[src/hw/rtl/scbp_pkg.sv]
`timescale 1ns / 1ps
`default_nettype none
// ----------------------------------------------------------------------------
// scbp_pkg
// shared types and constants of the size class buffer pool
// ----------------------------------------------------------------------------
package scbp_pkg;

  localparam int unsigned LEN_W       = 14;  // request and stored length
  localparam int unsigned ID_OUT_W    = 6;   // buffer id on the result port
  localparam int unsigned MAX_CLASSES = 8;   // upper bound of the class count
  localparam int unsigned SH_W        = 8;   // class log2 size, up to 15 + 7 * 7

  // command codes
  localparam logic CMD_PUSH  = 1'b0;
  localparam logic CMD_FETCH = 1'b1;

  // register indexes
  localparam logic REG_SMALLEST = 1'b0;
  localparam logic REG_STEP     = 1'b1;

  typedef enum logic [1:0] {
    ST_OK     = 2'd0,
    ST_NO_BUF = 2'd1,
    ST_EMPTY  = 2'd2
  } status_e;

  typedef enum logic [1:0] {
    B_IDLE,
    B_PUSH,
    B_FETCH
  } back_state_e;

  // classified command word handed from front to back
  typedef struct packed {
    logic                   cmd;
    logic [LEN_W-1:0]       len;
    logic                   len_ok;
    logic [MAX_CLASSES-1:0] fit;
  } cmd_word_t;

endpackage
`default_nettype wire

[src/hw/rtl/scbp_ram.sv]
`timescale 1ns / 1ps
`default_nettype none
// ----------------------------------------------------------------------------
// scbp_ram
// simple dual port ram, one write and one registered read port
// ----------------------------------------------------------------------------
module scbp_ram #(
  parameter int unsigned WIDTH = 8,
  parameter int unsigned DEPTH = 16,
  localparam int unsigned AW   = $clog2(DEPTH > 1 ? DEPTH : 2)
) (
  input  wire logic             clk_i,
  input  wire logic             we_i,
  input  wire logic [AW-1:0]    waddr_i,
  input  wire logic [WIDTH-1:0] wdata_i,
  input  wire logic             re_i,
  input  wire logic [AW-1:0]    raddr_i,
  output logic      [WIDTH-1:0] rdata_o
);

  logic [WIDTH-1:0] mem_q [DEPTH];
  logic [WIDTH-1:0] rdata_q;

  always_ff @(posedge clk_i) begin
    if (we_i) begin
      mem_q[waddr_i] <= wdata_i;
    end
    if (re_i) begin
      rdata_q <= mem_q[raddr_i];
    end
  end

  assign rdata_o = rdata_q;

endmodule
`default_nettype wire

[src/hw/rtl/scbp_front.sv]
`timescale 1ns / 1ps
`default_nettype none
// ----------------------------------------------------------------------------
// scbp_front
// accepts commands, works out the fitting classes and queues the word
// ----------------------------------------------------------------------------
module scbp_front #(
  parameter int unsigned NUM_CLASSES = 6,
  parameter int unsigned MAX_LENGTH  = 8192
) (
  input  wire logic                        clk_i,
  input  wire logic                        rst_ni,
  input  wire logic                        start,
  output logic                             busy,
  input  wire logic                        cmd_i,
  input  wire logic [scbp_pkg::LEN_W-1:0]  req_length_i,
  input  wire logic [3:0]                  smallest_i,
  input  wire logic [2:0]                  step_i,
  output scbp_pkg::cmd_word_t              word_o,
  output logic                             valid_o,
  input  wire logic                        pop_i
);

  localparam int unsigned CMP_W = 17;

  scbp_pkg::cmd_word_t word_in;
  scbp_pkg::cmd_word_t ent_q [2];
  logic                wr_ptr_q, wr_ptr_d;
  logic                rd_ptr_q, rd_ptr_d;
  logic [1:0]          fill_q, fill_d;
  logic                push;

  // class k fits when its size reaches the request; 2^14 and up fit any length
  always_comb begin
    logic [scbp_pkg::SH_W-1:0] sh;
    sh = '0;
    word_in.cmd    = cmd_i;
    word_in.len    = req_length_i;
    word_in.len_ok = CMP_W'(req_length_i) <= CMP_W'(MAX_LENGTH);
    word_in.fit    = '0;
    for (int k = 0; k < int'(scbp_pkg::MAX_CLASSES); k++) begin
      if (k < int'(NUM_CLASSES)) begin
        sh = scbp_pkg::SH_W'(smallest_i)
           + scbp_pkg::SH_W'(k) * scbp_pkg::SH_W'(step_i);
        word_in.fit[k] = (sh >= scbp_pkg::SH_W'(scbp_pkg::LEN_W))
                      || ((15'd1 << sh[3:0]) >= {1'b0, req_length_i});
      end
    end
  end

  assign busy    = (fill_q == 2'd2);
  assign push    = start && !busy;
  assign valid_o = (fill_q != 2'd0);
  assign word_o  = ent_q[rd_ptr_q];

  always_comb begin
    wr_ptr_d = push  ? !wr_ptr_q : wr_ptr_q;
    rd_ptr_d = pop_i ? !rd_ptr_q : rd_ptr_q;
    fill_d   = fill_q + {1'b0, push} - {1'b0, pop_i};
  end

  always_ff @(posedge clk_i or negedge rst_ni) begin
    if (!rst_ni) begin
      wr_ptr_q <= 1'b0;
      rd_ptr_q <= 1'b0;
      fill_q   <= 2'd0;
    end else begin
      wr_ptr_q <= wr_ptr_d;
      rd_ptr_q <= rd_ptr_d;
      fill_q   <= fill_d;
    end
  end

  always_ff @(posedge clk_i) begin
    if (push) begin
      ent_q[wr_ptr_q] <= word_in;
    end
  end

endmodule
`default_nettype wire

[src/hw/rtl/scbp_back.sv]
`timescale 1ns / 1ps
`default_nettype none
// ----------------------------------------------------------------------------
// scbp_back
// executes queued words against the free stacks and the descriptor fifo
// ----------------------------------------------------------------------------
module scbp_back #(
  parameter int unsigned NUM_CLASSES     = 6,
  parameter int unsigned SLOTS_PER_CLASS = 10
) (
  input  wire logic                          clk_i,
  input  wire logic                          rst_ni,
  input  wire scbp_pkg::cmd_word_t           word_i,
  input  wire logic                          valid_i,
  output logic                               pop_o,
  output logic                               done_o,
  output scbp_pkg::status_e                  status_o,
  output logic [scbp_pkg::ID_OUT_W-1:0]      buffer_id_o,
  output logic [scbp_pkg::LEN_W-1:0]         length_out_o
);

  localparam int unsigned TOTAL = NUM_CLASSES * SLOTS_PER_CLASS;
  localparam int unsigned IDW   = $clog2(TOTAL > 1 ? TOTAL : 2);
  localparam int unsigned SW    = $clog2(SLOTS_PER_CLASS + 1);
  localparam int unsigned QW    = $clog2(TOTAL + 1);
  localparam int unsigned CW    = $clog2(NUM_CLASSES > 1 ? NUM_CLASSES : 2);
  localparam int unsigned LW    = scbp_pkg::LEN_W;
  localparam int unsigned FW    = IDW + LW;

  scbp_pkg::back_state_e state_q, state_d;

  logic [SW-1:0]  count_q [NUM_CLASSES];
  logic [SW-1:0]  count_d [NUM_CLASSES];
  logic [SW-1:0]  lw_q    [NUM_CLASSES];  // lowest fill ever seen per class
  logic [SW-1:0]  lw_d    [NUM_CLASSES];
  logic [IDW-1:0] head_q, head_d, tail_q, tail_d;
  logic [QW-1:0]  queued_q, queued_d;

  logic [LW-1:0]  cur_len_q, cur_len_d;
  logic           cur_pristine_q, cur_pristine_d;
  logic [IDW-1:0] cur_reset_id_q, cur_reset_id_d;

  logic              done_q, done_d;
  scbp_pkg::status_e status_q, status_d;
  logic [IDW-1:0]    id_q, id_d;
  logic [LW-1:0]     len_q, len_d;

  logic           stk_we, stk_re;
  logic [IDW-1:0] stk_waddr, stk_raddr, stk_wdata, stk_rdata;
  logic           fifo_we, fifo_re;
  logic [IDW-1:0] fifo_waddr, fifo_raddr;
  logic [FW-1:0]  fifo_wdata, fifo_rdata;

  logic [NUM_CLASSES-1:0] avail;
  logic                   found;
  logic [CW-1:0]          pick_k;
  logic [SW-1:0]          newc;
  logic [IDW-1:0]         f_id, g_id;
  logic [LW-1:0]          f_len;
  logic [CW-1:0]          f_k;
  logic                   f_valid;

  // free stacks, class k at rows k*SLOTS_PER_CLASS upward
  scbp_ram #(.WIDTH(IDW), .DEPTH(TOTAL)) u_stack (
    .clk_i   (clk_i),
    .we_i    (stk_we),
    .waddr_i (stk_waddr),
    .wdata_i (stk_wdata),
    .re_i    (stk_re),
    .raddr_i (stk_raddr),
    .rdata_o (stk_rdata)
  );

  // descriptor fifo of {id, length}
  scbp_ram #(.WIDTH(FW), .DEPTH(TOTAL)) u_fifo (
    .clk_i   (clk_i),
    .we_i    (fifo_we),
    .waddr_i (fifo_waddr),
    .wdata_i (fifo_wdata),
    .re_i    (fifo_re),
    .raddr_i (fifo_raddr),
    .rdata_o (fifo_rdata)
  );

  // lowest fitting class with a free buffer
  always_comb begin
    found  = 1'b0;
    pick_k = '0;
    for (int k = 0; k < int'(NUM_CLASSES); k++) begin
      avail[k] = word_i.fit[k] && (count_q[k] != '0);
    end
    for (int k = int'(NUM_CLASSES) - 1; k >= 0; k--) begin
      if (avail[k]) begin
        found  = 1'b1;
        pick_k = CW'(k);
      end
    end
    newc = count_q[pick_k] - SW'(1);
  end

  // owning class of a fetched id
  always_comb begin
    f_id    = fifo_rdata[FW-1:LW];
    f_len   = fifo_rdata[LW-1:0];
    f_valid = {1'b0, f_id} < (IDW + 1)'(TOTAL);
    f_k     = '0;
    for (int k = 1; k < int'(NUM_CLASSES); k++) begin
      if (f_id >= IDW'(k * SLOTS_PER_CLASS)) begin
        f_k = CW'(k);
      end
    end
    g_id = cur_pristine_q ? cur_reset_id_q : stk_rdata;
  end

  always_comb begin
    state_d        = state_q;
    count_d        = count_q;
    lw_d           = lw_q;
    head_d         = head_q;
    tail_d         = tail_q;
    queued_d       = queued_q;
    cur_len_d      = cur_len_q;
    cur_pristine_d = cur_pristine_q;
    cur_reset_id_d = cur_reset_id_q;
    done_d         = 1'b0;
    status_d       = status_q;
    id_d           = id_q;
    len_d          = len_q;
    pop_o          = 1'b0;
    stk_re         = 1'b0;
    stk_raddr      = IDW'(pick_k) * IDW'(SLOTS_PER_CLASS) + IDW'(newc);
    stk_we         = 1'b0;
    stk_waddr      = IDW'(f_k) * IDW'(SLOTS_PER_CLASS) + IDW'(count_q[f_k]);
    stk_wdata      = f_id;
    fifo_re        = 1'b0;
    fifo_raddr     = head_q;
    fifo_we        = 1'b0;
    fifo_waddr     = tail_q;
    fifo_wdata     = {g_id, cur_len_q};

    unique case (state_q)
      scbp_pkg::B_IDLE: begin
        if (valid_i) begin
          pop_o = 1'b1;
          if (word_i.cmd == scbp_pkg::CMD_PUSH) begin
            if (found && word_i.len_ok && (queued_q < QW'(TOTAL))) begin
              stk_re          = 1'b1;
              count_d[pick_k] = newc;
              cur_len_d       = word_i.len;
              cur_pristine_d  = newc < lw_q[pick_k];
              cur_reset_id_d  = IDW'(pick_k) * IDW'(SLOTS_PER_CLASS)
                              + IDW'(SLOTS_PER_CLASS - 1) - IDW'(newc);
              if (newc < lw_q[pick_k]) begin
                lw_d[pick_k] = newc;
              end
              state_d = scbp_pkg::B_PUSH;
            end else begin
              done_d   = 1'b1;
              status_d = scbp_pkg::ST_NO_BUF;
              id_d     = '0;
              len_d    = word_i.len;
            end
          end else begin
            if (queued_q == '0) begin
              done_d   = 1'b1;
              status_d = scbp_pkg::ST_EMPTY;
              id_d     = '0;
              len_d    = '0;
            end else begin
              fifo_re  = 1'b1;
              head_d   = (head_q == IDW'(TOTAL - 1)) ? '0 : head_q + IDW'(1);
              queued_d = queued_q - QW'(1);
              state_d  = scbp_pkg::B_FETCH;
            end
          end
        end
      end
      scbp_pkg::B_PUSH: begin
        fifo_we  = 1'b1;
        tail_d   = (tail_q == IDW'(TOTAL - 1)) ? '0 : tail_q + IDW'(1);
        queued_d = queued_q + QW'(1);
        done_d   = 1'b1;
        status_d = scbp_pkg::ST_OK;
        id_d     = g_id;
        len_d    = cur_len_q;
        state_d  = scbp_pkg::B_IDLE;
      end
      scbp_pkg::B_FETCH: begin
        if (f_valid && (count_q[f_k] < SW'(SLOTS_PER_CLASS))) begin
          stk_we       = 1'b1;
          count_d[f_k] = count_q[f_k] + SW'(1);
        end
        done_d   = 1'b1;
        status_d = scbp_pkg::ST_OK;
        id_d     = f_id;
        len_d    = f_len;
        state_d  = scbp_pkg::B_IDLE;
      end
      default: begin
        state_d = scbp_pkg::B_IDLE;
      end
    endcase
  end

  always_ff @(posedge clk_i or negedge rst_ni) begin
    if (!rst_ni) begin
      state_q  <= scbp_pkg::B_IDLE;
      head_q   <= '0;
      tail_q   <= '0;
      queued_q <= '0;
      done_q   <= 1'b0;
      for (int k = 0; k < int'(NUM_CLASSES); k++) begin
        count_q[k] <= SW'(SLOTS_PER_CLASS);
        lw_q[k]    <= SW'(SLOTS_PER_CLASS);
      end
    end else begin
      state_q  <= state_d;
      head_q   <= head_d;
      tail_q   <= tail_d;
      queued_q <= queued_d;
      done_q   <= done_d;
      count_q  <= count_d;
      lw_q     <= lw_d;
    end
  end

  always_ff @(posedge clk_i) begin
    cur_len_q      <= cur_len_d;
    cur_pristine_q <= cur_pristine_d;
    cur_reset_id_q <= cur_reset_id_d;
    status_q       <= status_d;
    id_q           <= id_d;
    len_q          <= len_d;
  end

  assign done_o       = done_q;
  assign status_o     = status_q;
  assign buffer_id_o  = scbp_pkg::ID_OUT_W'(id_q);
  assign length_out_o = len_q;

  a_queued_bound : assert property (@(posedge clk_i) disable iff (!rst_ni)
    queued_q <= QW'(TOTAL))
    else $error("descriptor fifo over its depth");

  a_work_one_cycle : assert property (@(posedge clk_i) disable iff (!rst_ni)
    state_q != scbp_pkg::B_IDLE |=> state_q == scbp_pkg::B_IDLE)
    else $error("back end stayed busy past one working cycle");

  a_push_done : assert property (@(posedge clk_i) disable iff (!rst_ni)
    state_q == scbp_pkg::B_PUSH |=> done_q && status_q == scbp_pkg::ST_OK)
    else $error("granted push gave no ok result");

  a_no_pop_busy : assert property (@(posedge clk_i) disable iff (!rst_ni)
    pop_o |-> state_q == scbp_pkg::B_IDLE && valid_i)
    else $error("queue popped while back end busy or queue empty");

endmodule
`default_nettype wire

[src/hw/rtl/size_class_buffer_pool.sv]
`timescale 1ns / 1ps
`default_nettype none
// ----------------------------------------------------------------------------
// size_class_buffer_pool
// buffer descriptor manager with segregated size classes and a descriptor fifo
// ----------------------------------------------------------------------------
// commands enter on start/cmd_i/req_length_i and are taken at an edge with
// start high and busy low. a push (cmd 0) grants the most recently freed
// buffer of the smallest fitting class that has one free and queues {id,
// length}; a fetch (cmd 1) pops the oldest descriptor and frees its buffer.
// one result word per command appears on status_o/buffer_id_o/length_out_o
// for exactly one cycle with done_o high; the receiver cannot stall it.
// a rejected push or an empty fetch is answered straight from the idle state;
// a granted push or a fetch first passes the push or fetch state, for the
// registered read of the free stack or fifo ram, and keeps the back end
// occupied there; a 2-word queue lets new commands in while the back end
// works, busy marks it full.
// class sizes come from two apb registers (smallest size log2 at 0x0, step
// log2 at 0x4); write them only while the block is idle, which it does not
// enforce. after reset all classes are full and the fifo is empty; no clearing
// pass is needed, untouched stack rows are served from their reset ids
// ----------------------------------------------------------------------------
module size_class_buffer_pool #(
  parameter int unsigned NUM_CLASSES     = 6,
  parameter int unsigned SLOTS_PER_CLASS = 10,
  parameter int unsigned MAX_LENGTH      = 8192
) (
  input  wire logic                        clk_i,
  input  wire logic                        rst_ni,
  // command channel
  input  wire logic                        start,
  output logic                             busy,
  input  wire logic                        cmd_i,
  input  wire logic [scbp_pkg::LEN_W-1:0]  req_length_i,
  // result channel
  output logic                             done_o,
  output logic [1:0]                       status_o,
  output logic [scbp_pkg::ID_OUT_W-1:0]    buffer_id_o,
  output logic [scbp_pkg::LEN_W-1:0]       length_out_o,
  // register port
  input  wire logic                        psel,
  input  wire logic                        penable,
  input  wire logic                        pwrite,
  input  wire logic [2:0]                  paddr,
  input  wire logic [31:0]                 pwdata,
  output logic [31:0]                      prdata,
  output logic                             pready
);

  logic [3:0]          smallest_q;
  logic [2:0]          step_q;
  logic                cfg_wr;
  scbp_pkg::cmd_word_t word;
  logic                word_valid;
  logic                word_pop;
  scbp_pkg::status_e   status;

  // register write on the access phase, pready tied high
  assign pready = 1'b1;
  assign cfg_wr = psel && penable && pwrite;

  always_ff @(posedge clk_i or negedge rst_ni) begin
    if (!rst_ni) begin
      smallest_q <= 4'd3;
      step_q     <= 3'd2;
    end else if (cfg_wr) begin
      unique case (paddr[2])
        scbp_pkg::REG_SMALLEST: smallest_q <= pwdata[3:0];
        scbp_pkg::REG_STEP:     step_q     <= pwdata[2:0];
        default:                ;
      endcase
    end
  end

  always_comb begin
    unique case (paddr[2])
      scbp_pkg::REG_SMALLEST: prdata = {28'd0, smallest_q};
      scbp_pkg::REG_STEP:     prdata = {29'd0, step_q};
      default:                prdata = '0;
    endcase
  end

  // front: accept and classify, 2-word queue
  scbp_front #(
    .NUM_CLASSES (NUM_CLASSES),
    .MAX_LENGTH  (MAX_LENGTH)
  ) u_front (
    .clk_i        (clk_i),
    .rst_ni       (rst_ni),
    .start        (start),
    .busy         (busy),
    .cmd_i        (cmd_i),
    .req_length_i (req_length_i),
    .smallest_i   (smallest_q),
    .step_i       (step_q),
    .word_o       (word),
    .valid_o      (word_valid),
    .pop_i        (word_pop)
  );

  // back: free stacks, descriptor fifo, result register
  scbp_back #(
    .NUM_CLASSES     (NUM_CLASSES),
    .SLOTS_PER_CLASS (SLOTS_PER_CLASS)
  ) u_back (
    .clk_i        (clk_i),
    .rst_ni       (rst_ni),
    .word_i       (word),
    .valid_i      (word_valid),
    .pop_o        (word_pop),
    .done_o       (done_o),
    .status_o     (status),
    .buffer_id_o  (buffer_id_o),
    .length_out_o (length_out_o)
  );

  assign status_o = status;

endmodule
`default_nettype wire

[config.mk]
export PLATFORM = sky130hd
export DESIGN_NAME = size_class_buffer_pool
export DESIGN_NICKNAME = d
export VERILOG_FILES = /design/src/hw/rtl/scbp_pkg.sv /design/src/hw/rtl/scbp_ram.sv /design/src/hw/rtl/scbp_front.sv /design/src/hw/rtl/scbp_back.sv /design/src/hw/rtl/size_class_buffer_pool.sv
export SDC_FILE = /design/constraint.sdc
export NUM_CORES = 2
export LEC_CHECK = 0
export BUFFER_PORTS_ARGS = -buffer_cell sky130_fd_sc_hd__buf_2
export CAP_MARGIN = 15
export CORE_ASPECT_RATIO = 1.5
export CORE_UTILIZATION = 60
export CTS_CLUSTER_DIAMETER = 50
export DETAILED_ROUTE_END_ITERATION = 6
export PLACE_DENSITY = 0.76
export SLEW_MARGIN = 20
export SYNTH_ARGS = -nofsm -noshare
export SYNTH_HDL_FRONTEND = slang
export SYNTH_SLANG_ARGS = --single-unit
export TNS_END_PERCENT = 10
[constraint.sdc]
create_clock -name clk_i -period 7.1 [get_ports clk_i]
set_input_delay 0.355 -clock clk_i [delete_from_list [all_inputs] [get_ports clk_i]]
set_output_delay 0.355 -clock clk_i [all_outputs]
set_load 0.01 [all_outputs]
==> results.md <==
Run status:
- The run finished, with violations left.
- The checks that failed: design-rule violations.

Worst setup path:
- The cell type group with the largest total delay on the critical path is adder cells.
- The total number of cells along the worst setup path is 15.
- The critical register-to-register path endpoint is u_back.u_stack.rdata_o[3]$_DFFE_PP_.
- The critical path's slowest cell is sky130_fd_sc_hd__fa_2.
- For the worst setup path, the data required time is 7.62 ns.
- Of all nets on the critical path, the largest fanout is 38.
- Walking the worst path, the cells encountered are or4_4 -> a211oi_2 -> o211a_2 -> inv_2 -> o32a_2 -> ha_1 -> inv_1 -> ha_4 -> fa_2 -> mux4_2 -> mux2i_1 -> nand2_1 -> o211ai_1 -> nand3_1 -> o221a_1.
- The delay of the slowest critical-path stage is 1.20 ns.
- The count of buffer and inverter cells on the critical path is 2.
- STA classifies the critical path startpoint as a register.
- The worst setup path is of the register to register kind.
- The critical path capture point type is a register.
- For the worst flop-to-flop path, the logic depth is 15.
- For flop-to-flop paths, the worst setup slack is 1.15 ns.
- Data arrives at the worst endpoint at 6.47 ns.
- The worst flop-to-flop path startpoint is u_back.count_q[4]$_DFFE_PN0P_.

CTS:
- Buffers added to address setup during post-CTS repair amount to 0.
- The post-cts hold buffer count is 22.
- Counting the buffers created by CTS gives 154.
- The CTS tree is built.
- Counting every sink on the clock net gives 1,753.
- The clock latency on the worst-skew pair is 0.79 ns.
- After clock tree synthesis, the clock-pin slew on the worst setup and hold paths is 0.07 ns.
- The root buffer cell chosen for the clock tree is sky130_fd_sc_hd__clkbuf_16.
- In this run the number of H-tree levels came out at 4.
- The deepest clock path buffer count is 3.
- Once the clock tree was built, the resizer swapped 0 gates to a different size.

STA:
- Setup slack on the critical path of the routed design comes to 1.15 ns.
- The worst-case clock skew is 0.0337 ns.
- Setup violations remaining at the end of the flow were counted as 0.
- Hold timing on the final database bottoms out at a slack of 0.0535 ns.
- Setup repair after global routing left no endpoint under its margin.
- The final-report max-slew violation count is 0.
- The share of the clock period used by the worst path is 0.838.
- Subtracting the final worst setup slack from the clock period gives 5.95 ns.
- The sum of negative setup slack is 0 ns.
- The worst-margin pin slew is 1.15 ns.
- The worst slew slack as a fraction of its limit is 0.231.
- Static timing analysis puts the maximum clock frequency at 0.168 GHz.
- The hold violation total from the final report came to 0.

Min path:
- In this run the worst hold path is classified as primary input to register.
- The path with the worst hold slack has its endpoint at step_q[2]$_DFFE_PN0P_.
- Counting instances, the worst hold path has a depth of 3.
- The startpoint of the lowest-slack hold path is pwrite.

Power:
- Summed over all nets, the switching power comes to 4.65 mW.
- The sequential cell fraction of total power is 0.543.
- The cell leakage power is 26.1 nW.
- The combinational group share of total power is 0.070.
- Overall power consumption after layout is estimated at 21.1 mW.
- The internal power consumption is 16.5 mW.
- The clock share of power is 0.387.
- Dividing total power by cell area gives a power density of 263 nW/um^2.
- The switching part of the total power is 0.220.
- The worst-case IR drop observed on VDD is 258 uV.

GRT:
- The number of antenna violations at the first check in global routing is 5.
- The largest net degree at the start of global routing is 143.
- The number of global-route vias before repair was 38.1k.
- The total overflow reported by the global router is 0.
- The global-route wire length before repair is 251,000 um.
- For this run, the total global-route usage over all layers was measured as 0.286.

Synth:
- The number of synthesized register bits is 1,753.
- Of the post-synthesis cell area, the dominant cell type holds 0.691.
- For this run, the leading register cell type out of synthesis is sky130_fd_sc_hd__edfxtp_1.
- For this run, the register share of the synthesized area comes to 0.719.
- Yosys mapped a number of flops with a built-in enable equal to 1,673.
- The synthesized-area fraction occupied by xor and xnor cells is 0.00544.
- The share of synthesized cell area in full adder, half adder and majority cells is 0.0263.
- The number of different library cells used by synthesis comes to 81.
- Sorting the synthesized cells by how often they occur yields sky130_fd_sc_hd__edfxtp_1, sky130_fd_sc_hd__mux4_2, sky130_fd_sc_hd__nor2_1.
- During synthesis, Yosys emitted a total of 0 warnings.
- The largest area contributor in the synthesized netlist is sky130_fd_sc_hd__edfxtp_1.
- The simple-gate portion of the synthesized area is 0.0371.
- The synthesized area per cell is 19.4 um^2.
- The most repeated cell in the gate-level netlist after synthesis is sky130_fd_sc_hd__edfxtp_1.
- The post-synthesis compound-gate area fraction was 0.0335.
- By area the synthesized netlist is led by sky130_fd_sc_hd__edfxtp_1, sky130_fd_sc_hd__mux4_2, sky130_fd_sc_hd__ha_1.
- Synthesis handed over a netlist of 3,755 instances.
- After synthesis, the share of cell area in mux cells is 0.162.
- The largest family of logic cells by synthesized area is multiplexers.
- The fraction of registers with async set/reset is 0.0456.
- The synthesized netlist occupies a cell area of 72,700 um^2.

Place:
- The total of buffers placed on input and output ports is 53.
- The worst-case setup slack after placement is 1.14 ns.
- The final estimated routing congestion in global placement is 0.937.
- The total placed instance area is 75,200 um^2.
- The HPWL after detailed placement is 99,000 um.

Route:
- Detailed routing inserted a total of 37.0k vias.
- The amount of wire on met2 after detailed routing is 91,000 um.
- The post-detailed-route count of antenna-violating nets is 0.
- The number of DRC markers in iteration 0 is 4,128.
- The wire length on met1 is 59,200 um.
- The uppermost signal routing layer after detailed routing is met5.
- The final routed DRC violation total is 8.
- For this run, the detailed router's first-pass iteration total came to 7.
- The routed design uses 12,600 um of met3 wire.
- After detailed routing, the total wire length is 172,000 um.
- Dividing the detail-routed wire length by the instance count gives 30.7 um.
- The detail-routed via count per cell is 6.61.

Cells and area:
- The final net count is 4,087.
- The finished cells cover 80,300 um^2.
- Of the cells placed in the final design, the portion with a size suffix greater than 1 is 0.255.
- The area added between synthesis and finish is 10.4%.

Floorplanning:
- The initial standard-cell utilization of the core is 0.604.
- The full die area is 123,000 um^2.
- The die width is 286 um.
- The floorplan has 156 rows.
- Measured along the y axis, the die boundary spans 428 um.
- The core area is 120,000 um^2.
- The I/O pin total is 113.

Flow run:
- The number of max-capacitance violations reported is 0.
## worst max-delay path by stage
stage,from,to,slack [ns]
after CTS,u_front.rd_ptr_q$_DFFE_PN0P_,u_back.u_stack.rdata_o[0]$_DFFE_PP_,1.10
after floorplan,u_back.count_q[16]$_DFFE_PN0P_,u_back.u_stack.rdata_o[0]$_DFFE_PP_,2.06
final,u_back.count_q[4]$_DFFE_PN0P_,u_back.u_stack.rdata_o[3]$_DFFE_PP_,1.15
after global routing,u_front.rd_ptr_q$_DFFE_PN0P_,u_back.u_stack.rdata_o[1]$_DFFE_PP_,0.88
after detailed placement,u_front.rd_ptr_q$_DFFE_PN0P_,u_back.u_stack.rdata_o[0]$_DFFE_PP_,1.14
after global placement,u_front.rd_ptr_q$_DFFE_PN0P_,u_back.u_stack.rdata_o[1]$_DFFE_PP_,1.20
## worst register-to-register path, cell delays in order, from the launching register on
cell                       delay [ns]
sky130_fd_sc_hd__dfrtp_1         0.45
sky130_fd_sc_hd__or4_4           0.58
sky130_fd_sc_hd__a211oi_2        0.25
sky130_fd_sc_hd__o211a_2         0.52
sky130_fd_sc_hd__inv_2           0.30
sky130_fd_sc_hd__o32a_2          0.57
sky130_fd_sc_hd__ha_1            0.38
sky130_fd_sc_hd__inv_1           0.11
sky130_fd_sc_hd__ha_4            0.18
sky130_fd_sc_hd__fa_2            1.20
sky130_fd_sc_hd__mux4_2          0.50
sky130_fd_sc_hd__mux2i_1         0.15
sky130_fd_sc_hd__nand2_1         0.09
sky130_fd_sc_hd__o211ai_1        0.11
sky130_fd_sc_hd__nand3_1         0.12
sky130_fd_sc_hd__o221a_1         0.18
## power groups by stage
stage	combinational (mW)	sequential (mW)	clock, mW
global placement	1.42	11.7	0
detailed placement	1.45	11.7	0
CTS	1.47	11.5	8.24
floorplan	1.01	11.7	0
global route	1.65	11.5	8.61
finish	1.48	11.5	8.16
## layout make-up
type	instances	area [um^2]
clock inverter	77	651
fill	7460	40100
antenna	3	7.51
clock buffer	200	4200
inverter	62	238
sequential	1753	52300
multi-input combinational	1745	19700
tap	1580	1980
timing repair buffer	169	1300
## layout by cell type (no fill, tap or decap), types with 52 or more instances in the layout
cell / Yosys / final
sky130_fd_sc_hd__ha_1: 135 / 133
sky130_fd_sc_hd__nand2_1: 181 / 181
sky130_fd_sc_hd__o21ai_0: 87 / 87
sky130_fd_sc_hd__mux4_2: 470 / 470
sky130_fd_sc_hd__mux2_2: 67 / 67
sky130_fd_sc_hd__clkbuf_16: 0 / 162
sky130_fd_sc_hd__buf_2: 15 / 52
sky130_fd_sc_hd__edfxtp_1: 1673 / 1673
sky130_fd_sc_hd__inv_1: 59 / 59
sky130_fd_sc_hd__nor2_1: 224 / 165
sky130_fd_sc_hd__buf_4: 30 / 87
## stage by stage
| step | std cells | utilization |
|---|---|---|
| 5_1_grt | 5587 | 0.667 |
| 4_1_cts | 5585 | 0.667 |
| 6_report | 5589 | 0.667 |
| 2_1_floorplan | 3782 | - |
| 3_5_place_dp | 5286 | 0.625 |
| 3_3_place_gp | 5286 | 0.624 |
## metal layers
metal / vias up / track usage
met5: - / 0
met4: 4 / 0.133
met3: 421 / 0.0502
met2: 1939 / 0.496
met1: 19100 / 0.350
li1: 15500 / -
## logic make-up (layout without fill, tap and decap cells)
logic type                 Yosys count  in the layout
AOI/OAI and AO/OA                  352            352
xor gates and xnor gates            41             41
adders and majority gates          146            146
buffers and inverters              284            508
DFF                               1753           1753
muxes                              581            581
other                                2             32
and+or+nand+nor                    596            596
## flip-flops by register name (all words and copies together) (netlist names), 14 cells and up
register               count
u_back.cur_len_q          14
u_back.u_stack.mem_q     360
u_back.count_q            24
u_back.lw_q               24
u_front.ent_q             44
u_back.u_fifo.mem_q     1200
u_back.length_out_o       14
u_back.u_fifo.rdata_o     20
Note: power is estimated with default switching activity, not from simulation.
